$ cat src/rtl/core/swfd_pkg.sv
package swfd_pkg;

    // Sync word and field widths
    localparam logic [7:0]  SYNC_FIRST    = 8'hAA;
    localparam logic [7:0]  SYNC_SECOND   = 8'h55;
    localparam int          LEN_W         = 16;
    localparam logic [LEN_W-1:0] LIMIT_RESET = 16'd260;
    localparam logic [LEN_W-1:0] LEN_MAX     = 16'hFFFF;

    // Receiver mode
    typedef enum logic [1:0] {
        MODE_IDLE  = 2'd0,
        MODE_HELD  = 2'd1,
        MODE_FRAME = 2'd2
    } mode_t;

    // One result beat
    typedef struct packed {
        logic [7:0] out_byte;
        logic       to_relay;
        logic       last_of_run;
    } result_t;

    // Results caused by one input beat
    typedef struct packed {
        logic [1:0] count;
        result_t    first;
        result_t    second;
    } step_t;

endpackage

$ cat src/rtl/core/swfd_step.sv
module swfd_step (
    input  logic                   aclk,
    input  logic                   aresetn,
    input  logic                   cfg_we,
    input  logic [15:0]            cfg_wdata,
    input  logic                   take,
    input  logic [7:0]             data_byte,
    input  logic                   host_connected,
    output swfd_pkg::step_t        step
);
    import swfd_pkg::*;

    mode_t            mode_reg, mode_next;
    logic [1:0]       header_count_reg, header_count_next;
    logic [7:0]       length_high_reg, length_high_next;
    logic [LEN_W-1:0] bytes_left_reg, bytes_left_next;
    logic [LEN_W-1:0] payload_limit_reg;

    logic [LEN_W-1:0] plen;
    logic [LEN_W:0]   plen_sum;
    logic [LEN_W-1:0] left_dec;

    assign plen     = {length_high_reg, data_byte};
    assign plen_sum = {1'b0, plen} + 17'd2;
    assign left_dec = bytes_left_reg - 16'd1;

    // Decide results and next state for the beat on the input
    always_comb begin
        mode_next         = mode_reg;
        header_count_next = header_count_reg;
        length_high_next  = length_high_reg;
        bytes_left_next   = bytes_left_reg;
        step              = '0;
        step.first        = '{out_byte: data_byte, to_relay: 1'b0, last_of_run: 1'b1};
        step.count        = 2'd1;

        if (!host_connected) begin
            mode_next = MODE_IDLE;
        end else begin
            case (mode_reg)
                MODE_HELD: begin
                    step.count  = 2'd2;
                    step.first  = '{out_byte: SYNC_FIRST, to_relay: 1'b0, last_of_run: 1'b0};
                    step.second = '{out_byte: data_byte, to_relay: 1'b0, last_of_run: 1'b1};
                    mode_next   = MODE_IDLE;
                    if (data_byte == SYNC_SECOND) begin
                        step.first.to_relay  = 1'b1;
                        step.second.to_relay = 1'b1;
                        mode_next            = MODE_FRAME;
                        header_count_next    = 2'd0;
                    end
                end
                MODE_FRAME: begin
                    step.first.to_relay = 1'b1;
                    if (header_count_reg == 2'd0) begin
                        length_high_next  = data_byte;
                        header_count_next = 2'd1;
                    end else if (header_count_reg == 2'd1) begin
                        header_count_next = 2'd2;
                        if (plen > payload_limit_reg) begin
                            mode_next = MODE_IDLE;
                        end else begin
                            // saturate length plus CRC
                            bytes_left_next = plen_sum[LEN_W] ? LEN_MAX : plen_sum[LEN_W-1:0];
                        end
                    end else if (bytes_left_reg == '0) begin
                        mode_next = MODE_IDLE;
                    end else begin
                        bytes_left_next = left_dec;
                        if (left_dec == '0) begin
                            mode_next = MODE_IDLE;
                        end
                    end
                end
                default: begin
                    mode_next = MODE_IDLE;
                    if (data_byte == SYNC_FIRST) begin
                        mode_next  = MODE_HELD;
                        step.count = 2'd0;
                    end
                end
            endcase
        end
    end

    // Advance state on an accepted beat; capture config writes
    always_ff @(posedge aclk) begin
        if (!aresetn) begin
            mode_reg          <= MODE_IDLE;
            header_count_reg  <= 2'd0;
            length_high_reg   <= 8'd0;
            bytes_left_reg    <= '0;
            payload_limit_reg <= LIMIT_RESET;
        end else begin
            if (cfg_we) begin
                payload_limit_reg <= cfg_wdata;
            end
            if (take) begin
                mode_reg         <= mode_next;
                header_count_reg <= header_count_next;
                length_high_reg  <= length_high_next;
                bytes_left_reg   <= bytes_left_next;
            end
        end
    end

endmodule

$ cat src/rtl/core/swfd_out.sv
module swfd_out (
    input  logic                   aclk,
    input  logic                   aresetn,
    input  logic                   push,
    input  swfd_pkg::step_t        step,
    output logic                   room,
    output logic                   m_valid,
    input  logic                   m_ready,
    output swfd_pkg::result_t      m_result
);
    import swfd_pkg::*;

    logic    out_valid_reg, out_valid_next;
    logic    pend_valid_reg, pend_valid_next;
    result_t out_reg, out_next;
    result_t pend_reg, pend_next;
    logic    pop;

    assign pop      = out_valid_reg && m_ready;
    assign room     = !pend_valid_reg && (!out_valid_reg || m_ready);
    assign m_valid  = out_valid_reg;
    assign m_result = out_reg;

    // Move pending beat forward, or load fresh results
    always_comb begin
        out_valid_next  = out_valid_reg;
        pend_valid_next = pend_valid_reg;
        out_next        = out_reg;
        pend_next       = pend_reg;
        if (pend_valid_reg && pop) begin
            out_next        = pend_reg;
            pend_valid_next = 1'b0;
        end else if (push && step.count != 2'd0) begin
            out_valid_next = 1'b1;
            out_next       = step.first;
            if (step.count == 2'd2) begin
                pend_valid_next = 1'b1;
                pend_next       = step.second;
            end
        end else if (pop) begin
            out_valid_next = 1'b0;
        end
    end

    // Hold result beats
    always_ff @(posedge aclk) begin
        if (!aresetn) begin
            out_valid_reg  <= 1'b0;
            pend_valid_reg <= 1'b0;
        end else begin
            out_valid_reg  <= out_valid_next;
            pend_valid_reg <= pend_valid_next;
        end
        out_reg  <= out_next;
        pend_reg <= pend_next;
    end

endmodule

$ cat src/rtl/core/sync_word_frame_demux.sv
// Channel | Direction | Beat fields
// s_      | in        | s_data_byte[7:0], s_host_connected
// m_      | out       | m_out_byte[7:0], m_to_relay, m_last_of_run
// cfg_    | in        | cfg_wdata[15:0] (payload_limit), written when cfg_we
//
// One input beat per cycle while s_ready is high; results are registered and appear in the cycle after acceptance.
// A beat that yields two results (sync word or replayed 0xAA) drops s_ready
// until the second result moves from the pending slot into the output stage.
// Reset (aresetn low, synchronous) clears mode and counters, limit to 260.
// Stalls on m_ready pass straight back to s_ready through the output stage.
module sync_word_frame_demux (
    input  logic        aclk,
    input  logic        aresetn,
    input  logic        cfg_we,
    input  logic [15:0] cfg_wdata,
    input  logic        s_valid,
    output logic        s_ready,
    input  logic [7:0]  s_data_byte,
    input  logic        s_host_connected,
    output logic        m_valid,
    input  logic        m_ready,
    output logic [7:0]  m_out_byte,
    output logic        m_to_relay,
    output logic        m_last_of_run
);
    import swfd_pkg::*;

    step_t   step;
    result_t result;
    logic    room;
    logic    take;

    assign s_ready = room;
    assign take    = s_valid && room;

    // Per-beat decode and framing state
    swfd_step u_step (
        .aclk           (aclk),
        .aresetn        (aresetn),
        .cfg_we         (cfg_we),
        .cfg_wdata      (cfg_wdata),
        .take           (take),
        .data_byte      (s_data_byte),
        .host_connected (s_host_connected),
        .step           (step)
    );

    // Result register with one pending slot
    swfd_out u_out (
        .aclk     (aclk),
        .aresetn  (aresetn),
        .push     (take),
        .step     (step),
        .room     (room),
        .m_valid  (m_valid),
        .m_ready  (m_ready),
        .m_result (result)
    );

    assign m_out_byte    = result.out_byte;
    assign m_to_relay    = result.to_relay;
    assign m_last_of_run = result.last_of_run;

endmodule

$ cat config.mk
export PLATFORM = sky130hd
export DESIGN_NAME = sync_word_frame_demux
export DESIGN_NICKNAME = d
export VERILOG_FILES = /design/src/rtl/core/swfd_pkg.sv /design/src/rtl/core/swfd_step.sv /design/src/rtl/core/swfd_out.sv /design/src/rtl/core/sync_word_frame_demux.sv
export SDC_FILE = /design/constraint.sdc
export NUM_CORES = 1
export LEC_CHECK = 0
export BUFFER_PORTS_ARGS = -buffer_cell sky130_fd_sc_hd__buf_2
export CELL_PAD_IN_SITES_DETAIL_PLACEMENT = 1
export CELL_PAD_IN_SITES_GLOBAL_PLACEMENT = 1
export CORE_MARGIN = 2
export CORE_UTILIZATION = 45
export DETAILED_ROUTE_END_ITERATION = 8
export PLACE_DENSITY = 0.81
export SYNTH_ARGS = -nofsm -noshare
export SYNTH_HDL_FRONTEND = slang
export SYNTH_SLANG_ARGS = --single-unit
$ cat constraint.sdc
create_clock -name aclk -period 2.5 [get_ports aclk]
set_input_delay 0.125 -clock aclk [delete_from_list [all_inputs] [get_ports aclk]]
set_output_delay 0.125 -clock aclk [all_outputs]
set_load 0.01 [all_outputs]
# [Word-level counts from Yosys, hierarchy flattened]
# Index checks and enable logic that the tools add are counted.
[totals] output_inout_bits=12 reg_bits=66 inputBits=30 word_cells=84
[op_classes] muxes=28 bitwise_logic=3 n_eq_ne=13 add_sub_neg=2 reduce_logical=24 n_lt_le_gt_ge=1
[ops] op="2-to-1 mux 16 bit" count=4
[ops] op="zero test 16 bit" count=2
[ops] op="2-to-1 mux 22 bit" count=1
[ops] op="2-to-1 mux 10 bit" count=2
[ops] op="2-to-1 mux 2 bit" count=10
[ops] op="adder 16 x 2 -> 17 bit, second input constant" count=1
[ops] op="> comparator 16 bit" count=1
[ops] op="subtractor 16 x 1 -> 16 bit, second input constant" count=1
[ops] op="one-hot mux 2 bit (2 select lines)" count=3
[ops] op="2-to-1 mux 11 bit" count=1
[ops] op="equality test 8 x 7 -> 1 bit, second input constant" count=1
[ops] op="equality test 8 bit, second input constant" count=1
[ops] op="2-to-1 mux 8 bit" count=1
[ops] op="AND reduction 4 bit" count=2
[ops] op="nonzero test 2 bit" count=4
[ops] op="AND reduction 2 bit" count=3
[ops] op="AND reduction 6 bit" count=1
[ops] op="logical AND 1 bit" count=5
[ops] op="2-to-1 mux 1 bit" count=5
[ops] op="inequality test 5 x 2 -> 1 bit, second input constant" count=1
[ops] op="AND reduction 5 bit" count=1
[ops] op="equality test 2 x 1 -> 1 bit, second input constant" count=2
[ops] op="equality test 2 bit, second input constant" count=2
[ops] op="inequality test 2 x 1 -> 1 bit, second input constant" count=2
[ops] op="11 further kinds" count=14

# [Logic depth before layout (Yosys ltp)]
# Gate-level depths: netlist of the first run.
[logic_depth] depth_word=8 ltp_mapped=10

# [Hierarchy]
# From an unflattened synthesis of the first run, not the netlist that was laid out.
[unflattened] hier_cells=426 hier_area_um2=4025.1
[modules_own_cells] module="swfd_step" n_inst=1 area_each_um2=3160.5 cells_each=380
[modules_own_cells] module="swfd_out" n_inst=1 area_each_um2=858.3 cells_each=45
[modules_own_cells] module="sync_word_frame_demux" n_inst=1 area_each_um2=6.3 cells_each=1

# [Worst setup path before layout of the first run]
# Ideal clock, no wire load.
[synth_path] path_kind="reg-to-reg" start="reg u_step.bytes_left_reg[0]" end="reg u_step.bytes_left_reg[14]" arrival_time_ps=2185 t_required_ps=2384 period_less_slack_ps=2301 path_stages_with_launch=10 setup_ps=116 slack_ps=199 cell_sequence="dfxtp_1 -> inv_1 -> ha_1 -> nor3b_4 -> nand4_4 -> o41a_1 -> a311oi_2 -> nor2_2 -> buf_6 -> a31o_1"
[synth_via] elab_chain_cells=3
[synth_rtl] item="from (decl)" line_no="swfd_step.sv:16" text="logic [LEN_W-1:0] bytes_left_reg, bytes_left_next;"
[synth_rtl] item="from (signal assigned)" line_no="swfd_step.sv:102" text="bytes_left_reg <= bytes_left_next;"
[synth_rtl] item="subtractor 16 x 1 -> 16 bit or zero test 16 bit (tied branches)" line_no="swfd_step.sv:25, swfd_step.sv:66"
[synth_rtl] item="2-to-1 mux 16 bit or inequality test 2 x 1 -> 1 bit (tied branches)"
[synth_rtl] item="2-to-1 mux 16 bit or AND reduction 6 bit (tied branches)"
# Parallel ways exist; a longest one is shown, timed or not. The select of a mux whose other input is x is not followed.
# A chain may end at the register's enable or synchronous reset.

# [Worst setup path after layout of the first run]
[layout_path] start="reg u_step.payload_limit_reg[11]" end="reg u_step.bytes_left_reg[9]"
[layout_via] elab_chain_cells=3
[layout_rtl] item="from (decl)" line_no="swfd_step.sv:17" text="logic [LEN_W-1:0] payload_limit_reg;"
[layout_rtl] item="from (signal assigned)" line_no="swfd_step.sv:96" text="payload_limit_reg <= cfg_wdata;"
[layout_rtl] item="> comparator 16 bit" line_no="swfd_step.sv:60" text="if (plen > payload_limit_reg) begin"
[layout_rtl] item="inequality test 2 bit (no source line)"
[layout_rtl] item="AND reduction 6 bit (no source line)"
# Every way passes these cells.

==> results of run 1 <==
placed cells by master, fill, tap and decap left out, types with 4 or more instances in the layout:
master,instances
mux2i_1,26
o21ai_0,17
a32o_1,4
nand3_1,11
dfxtp_1,45
buf_4,40
a211oi_2,7
o211ai_1,6
nand2_1,43
clkbuf_8,9
inv_1,27
a21o_1,4
nor2_1,40
ha_1,19
dlygate4sd3_1,4
buf_2,41
xor2_1,8
o41ai_2,4
nand2b_1,4
and3_1,13
or4_1,4
nand4_1,12
a21oi_1,29
nor3_1,7
edfxtp_1,20
xnor2_1,5
power groups by stage:
stage	Clock, mW	Combinational, mW	Sequential (mW)
after detailed placement	0	0.213	1.16
after global routing	0.926	0.258	1.14
after CTS	0.880	0.223	1.14
final	0.865	0.235	1.14
after floorplan	0	0.110	1.16
after global placement	0	0.201	1.16
metal layers:
| layer | vias to the layer above | global-route usage [%] | wire, µm |
|---|---|---|---|
| li1 | 1773 | - | - |
| met1 | 1901 | 36.0 | 5620 |
| met2 | 129 | 45.7 | 6280 |
| met3 | 30 | 5.58 | 639 |
| met4 | 0 | 11.3 | 399 |
| met5 | - | 0 | 0 |
area by class of cell:
type                            count  area share (%)
Sequential cell                    66            31.4
Clock buffer                        9            2.56
Timing Repair Buffer               85            11.3
Multi-Input combinational cell    325            48.4
Inverter                           29            2.25
Clock inverter                      7            1.27
Tap cell                          108            2.79
metrics by stage:
stage | setup TNS, ns | area [µm²]
global placement | 0 | 4500
floorplan | 0 | 4010
global route | -0.0650 | 4840
detailed placement | -0.156 | 4500
CTS | 0 | 4770
finish | 0 | 4840
critical path: stages (launching register included):
cell and delay, ns:
dfxtp_1 0.34, inv_1 0.05, ha_1 0.34, nand4_1 0.14, buf_4 0.15, nor2_2 0.04, a221oi_2 0.22, buf_4 0.17
a311oi_2 0.11, or2_1 0.34, a221o_1 0.29, a21oi_1 0.13
repair_timing:
item | 4_1_cts | 5_1_grt
setup buffers | 0 | 3
endpoints found under the hold margin | 4 | 0
resized for setup | 6 | 10
setup endpoints to repair | 8 | 18
pin swaps | 0 | 12
hold buffers | 4 | 0
worst min path at each step:
stage,start,to,cells past startpoint
2_1_floorplan,cfg_wdata[2],u_step.payload_limit_reg[2]$_SDFFE_PN1P_,2
3_3_place_gp,cfg_wdata[2],u_step.payload_limit_reg[2]$_SDFFE_PN1P_,3
3_5_place_dp,cfg_wdata[8],u_step.payload_limit_reg[8]$_SDFFE_PN1P_,3
4_1_cts,cfg_wdata[7],u_step.payload_limit_reg[7]$_SDFFE_PN0P_,3
5_1_grt,cfg_wdata[8],u_step.payload_limit_reg[8]$_SDFFE_PN1P_,3
6_report,cfg_wdata[10],u_step.payload_limit_reg[10]$_SDFFE_PN0P_,3
cells by family after synthesis:
| logic type | after synthesis | synth area share (%) |
|---|---|---|
| compound gates | 100 | 18.4 |
| xor+xnor | 13 | 2.84 |
| fa+ha+maj | 21 | 6.55 |
| buf+inv | 57 | 5.77 |
| flops | 66 | 38.0 |
| mux | 27 | 6.77 |
| simple gates | 164 | 21.7 |
==> flow_summary.json, run 1 <==
{
  "p_leak_nw": 2.05,
  "p_int_mw": 1.60,
  "cts_max_path_buffers": 2,
  "cp-startpoint": "u_step.payload_limit_reg[11]$_SDFFE_PN0P_",
  "routedWlPerCell_um": 20.6,
  "cts.sinks": 66,
  "postSynthAreaPerCell_um2": 8.95,
  "die_w_um": 98.4,
  "io_pins": 42,
  "timing.rr.end": "u_step.bytes_left_reg[9]$_SDFFE_PN0P_",
  "first_pass_iters": 4,
  "clk_latency_ns": 0.36,
  "path_clk_slew_ns": 0.08,
  "track_usage_pct": 27.9,
  "drt-total-wl_um": 12900,
  "htreeDepth": 3,
  "clkPwrFrac_pct": 38.7,
  "grt_pass1_vias": 4058,
  "port_buffers": 41,
  "dp_slack_ns": -0.0744,
  "drtIter0Drc": 293,
  "yosysMostFrequentCell": "dfxtp_1",
  "dp_cells": 606,
  "syn_area_um2": 4010,
  "min-delay-path-class": "in -> reg",
  "antenna_found_initial": 0,
  "drt-vias-per-instance": 6.09,
  "hold_ws_ns": 0.0152,
  "hold_viol_final": 0,
  "cts_tree": "done",
  "nNetsFinal": 567,
  "synth.top_cell.area_share_pct": 23.0,
  "area_delta_synth_final_pct": 20.8,
  "syn_inst": 448,
  "setup_ws_ns": 0.101,
  "crit_fanout": 6,
  "multi_input_area_um2": 2350,
  "min_period_ns": 2.40,
  "diodes": 0,
  "status": "completed",
  "syn-num-nets": 499,
  "dpl.hpwl_um": 9520,
  "yosysTopAreaCell": "dfxtp_1",
  "drive_above_1_share_pct": 24.8,
  "max_freq_mhz": 417,
  "fin_cells": 629,
  "gp_congestion": 0.975,
  "grt_pass1_wl_um": 21300,
  "core.rowCount": 34,
  "p_seq_share_pct": 50.8,
  "fillers": 1036,
  "setup.worst_path.end": "u_step.bytes_left_reg[9]$_SDFFE_PN0P_",
  "placeableCoreArea_um2": 8680,
  "synth_ff_type": "dfxtp_1",
  "slew_violations": 0,
  "async_flop_share_pct": 0,
  "max_slew_margin_pct": 61.5,
  "seq_area_frac_synth_pct": 38.0,
  "ys_types": 65,
  "initial_utilization_pct": 46.2,
  "ir_drop_mv": 0.309,
  "cts_root_buffer": "clkbuf_8",
  "tightestPinTransition_ns": 0.577,
  "worstSetupStartpointType": "flip-flop",
  "grt_max_degree": 19,
  "required_ns": 2.79,
  "die_area_um2": 9680,
  "fin_crit_sh_pct": 95.9,
  "seq_area_um2": 1520,
  "fin_skew_ns": 0.0141,
  "yosysWarnings": 0,
  "drc_errors": 0,
  "synth-edff-count": 20,
  "r2r_slack_ns": 0.10,
  "combPwrFrac_pct": 10.5,
  "p_total_mw": 2.24,
  "finalSetupViolations": 0,
  "synth_common_cells": "dfxtp_1, nand2_1, nor2_1",
  "vias": 3833,
  "overflow": 0,
  "switching_share_pct": 28.7,
  "r2r_start": "u_step.payload_limit_reg[11]$_SDFFE_PN0P_",
  "p_per_area_nw_per_um2": 462,
  "worstPathArrival_ns": 2.69,
  "ant_nets": 0,
  "path_class": "reg -> reg",
  "numCtsBuffers": 9,
  "fp.dieH_um": 98.4,
  "worst_setup_path_end_kind": "flip-flop",
  "r2r_cells": 11,
  "final_core_util_pct": 55.8,
  "power.switching_uw": 642,
  "ys_ff_latch": 66,
  "maxCapViolCount": 0,
  "synthTopCellsByArea": "dfxtp_1, edfxtp_1, ha_1"
}
Power figures use the tool's default switching activity.
==> run 2, diff against run 1 <==
- CELL_PAD_IN_SITES_GLOBAL_PLACEMENT: 1 -> 2
- CORE_UTILIZATION: 45 -> 37
- PLACE_DENSITY: 0.81 -> 0.8
- SYNTH_HIERARCHICAL: not set -> 1
==> flow_summary.json, run 2 <==
{
  "first_pass_iters": 4,
  "drive_above_1_share_pct": 28.3,
  "seq_area_frac_synth_pct": 37.8,
  "synth_ff_type": "dfxtp_1",
  "p_per_area_nw_per_um2": 547,
  "syn-num-nets": 478,
  "path_clk_slew_ns": 0.07,
  "synth-edff-count": 20,
  "critical-path-max-stage-delay_ns": 0.46,
  "crit_slowest_cell": "o41ai_4",
  "p_total_mw": 2.74,
  "cp-startpoint": "u_step/payload_limit_reg[8]$_SDFFE_PN1P_",
  "min-delay-path-class": "in -> reg",
  "worstPathArrival_ns": 2.72,
  "yosysWarnings": 6,
  "initial_utilization_pct": 37.5,
  "yosysMostFrequentCell": "nor2_1",
  "syn_inst": 426,
  "setup_tns_ns": 0,
  "placed_area_um2": 4400,
  "drt-total-wl_um": 11600,
  "final_core_util_pct": 46.7,
  "r2r_cells": 10,
  "slew_violations": 0,
  "numCtsBuffers": 9,
  "timing.rr.end": "u_step/bytes_left_reg[13]$_SDFFE_PN0P_",
  "clk_latency_ns": 0.35,
  "maxCapViolCount": 0,
  "finalSetupViolations": 0,
  "core.rowCount": 38,
  "synth.top_cell.area_share_pct": 22.9,
  "die_area_um2": 11700,
  "r2r_slack_ns": 0.02,
  "worst_setup_path_end_kind": "flip-flop",
  "synth_common_cells": "nor2_1, dfxtp_1, nand2_1",
  "ys_types": 66,
  "setup.worst_path.end": "u_step/bytes_left_reg[13]$_SDFFE_PN0P_",
  "cts.sinks": 66,
  "htreeDepth": 3,
  "die_w_um": 108,
  "vias": 3415,
  "dpl.hpwl_um": 7790,
  "layout_common_cells": "nor2_1, buf_2, dfxtp_1",
  "required_ns": 2.74,
  "min_period_ns": 2.48,
  "final_area_um2": 5020,
  "syn_area_um2": 4030,
  "tightestPinTransition_ns": 0.718,
  "ant_nets": 0,
  "hold_viol_final": 0,
  "fin_crit_sh_pct": 99.0,
  "diodes": 0,
  "port_buffers": 41,
  "grt_max_degree": 36,
  "crit_buf_inv": 3,
  "yosysTopAreaCell": "dfxtp_1",
  "drtIter0Drc": 132,
  "nNetsFinal": 546,
  "fillers": 1250,
  "crit_chain": "inv_1, ha_1, nand4_1, nor3_2, a21boi_2, o41ai_4, o2111ai_4, buf_6, clkbuf_16, o221a_1",
  "dp_cells": 610,
  "area_delta_synth_final_pct": 24.7,
  "async_flop_share_pct": 0,
  "setup_ws_ns": 0.0239,
  "postSynthAreaPerCell_um2": 9.45,
  "antenna_found_initial": 0,
  "crit_fanout": 8,
  "fp.dieH_um": 108,
  "cts_max_path_buffers": 2,
  "fin_skew_ns": 0.00682,
  "drc_errors": 0,
  "dp_slack_ns": -0.0399,
  "io_pins": 42,
  "ir_drop_mv": 0.275,
  "hold_ws_ns": 0.0173,
  "worst-path-stages": 10,
  "drt-vias-per-instance": 5.34,
  "overflow": 0,
  "fin_cells": 639,
  "layout_commonest_cell": "nor2_1",
  "rsz0062_at_grt": "yes",
  "grt_pass1_wl_um": 17800,
  "synthTopCellsByArea": "dfxtp_1, edfxtp_1, ha_1",
  "r2r_start": "u_step/payload_limit_reg[8]$_SDFFE_PN1P_",
  "routedWlPerCell_um": 18.1,
  "worstSetupStartpointType": "flip-flop",
  "status": "completed",
  "track_usage_pct": 19.8,
  "ys_ff_latch": 66,
  "p_leak_nw": 2.16,
  "grt_pass1_vias": 3514,
  "cts_tree": "done",
  "crit_family": "compound AO/OA/AOI/OAI gates",
  "placeableCoreArea_um2": 10700,
  "path_class": "reg -> reg",
  "cts_root_buffer": "clkbuf_8",
  "max_freq_mhz": 404,
  "gp_congestion": 0.788,
  "max_slew_margin_pct": 52.1
}
==> run 2: kinds of logic (layout without fill, tap and decap cells) <==
kind of cell	Yosys count	count (layout)	share of synthesized area [%]
AND/OR/NAND/NOR	159	159	20.0
AO/OA/AOI/OAI	74	74	13.9
flip-flops	66	66	37.8
buffers and inverters	51	124	7.65
multiplexers	34	34	9.42
adder cells (fa/ha/maj)	22	22	6.84
XOR/XNOR	20	20	4.35
==> run 2: tightest hold or removal path, delay by kind of cell <==
family,cells,cell delay (ns)
and+or+nand+nor,1,0.07
muxes,1,0.06
buffers and inverters,1,0.08
==> run 2: worst min-delay path by stage <==
stage               slack [ns]                                        end  depth (start not counted)           from
floorplan                 0.24          u_out/pend_valid_reg$_SDFFE_PP0P_                          2        aresetn
global placement          0.35   u_step/payload_limit_reg[2]$_SDFFE_PN1P_                          3   cfg_wdata[2]
detailed placement        0.36   u_step/payload_limit_reg[2]$_SDFFE_PN1P_                          3   cfg_wdata[2]
CTS                      0.002   u_step/payload_limit_reg[4]$_SDFFE_PN0P_                          3   cfg_wdata[4]
global route              0.03  u_step/payload_limit_reg[15]$_SDFFE_PN0P_                          3  cfg_wdata[15]
finish                    0.02  u_step/payload_limit_reg[10]$_SDFFE_PN0P_                          3  cfg_wdata[10]
==> run 2: layer usage <==
metal	global-route usage, %	up-vias	wire length, µm
met3	3.07	24	411
met4	9.16	0	277
met2	32.7	72	5540
met5	0	-	0
li1	-	1662	-
met1	25.5	1657	5330
==> run 2: cell type report <==
class	instances	area, µm²	share of cell area (%)
multi-input cells	309	2330	46.5
repair buffers	78	558	11.1
inverters	30	113	2.24
well taps	140	175	3.49
flip-flops and latches	66	1530	30.5
clock buffers	10	149	2.97
clock inverters	6	159	3.17
==> run 2: what timing repair did <==
| item | CTS | global route |
|---|---|---|
| endpoints found under the hold margin | 8 | 0 |
| cloned | 0 | 3 |
| gates resized for setup | 1 | 29 |
| pin swaps | 0 | 10 |
| buffers inserted | 0 | 2 |
| endpoints found under the setup margin | 8 | 25 |
| hold buffers | 8 | 0 |
==> run 2: where the power goes <==
| group | internal, mW | leakage, nW | switching, mW |
|---|---|---|---|
| Clock | 0.927 | 0.152 | 0.442 |
| Sequential | 1.13 | 0.541 | 0.0109 |
| Combinational | 0.104 | 1.46 | 0.133 |
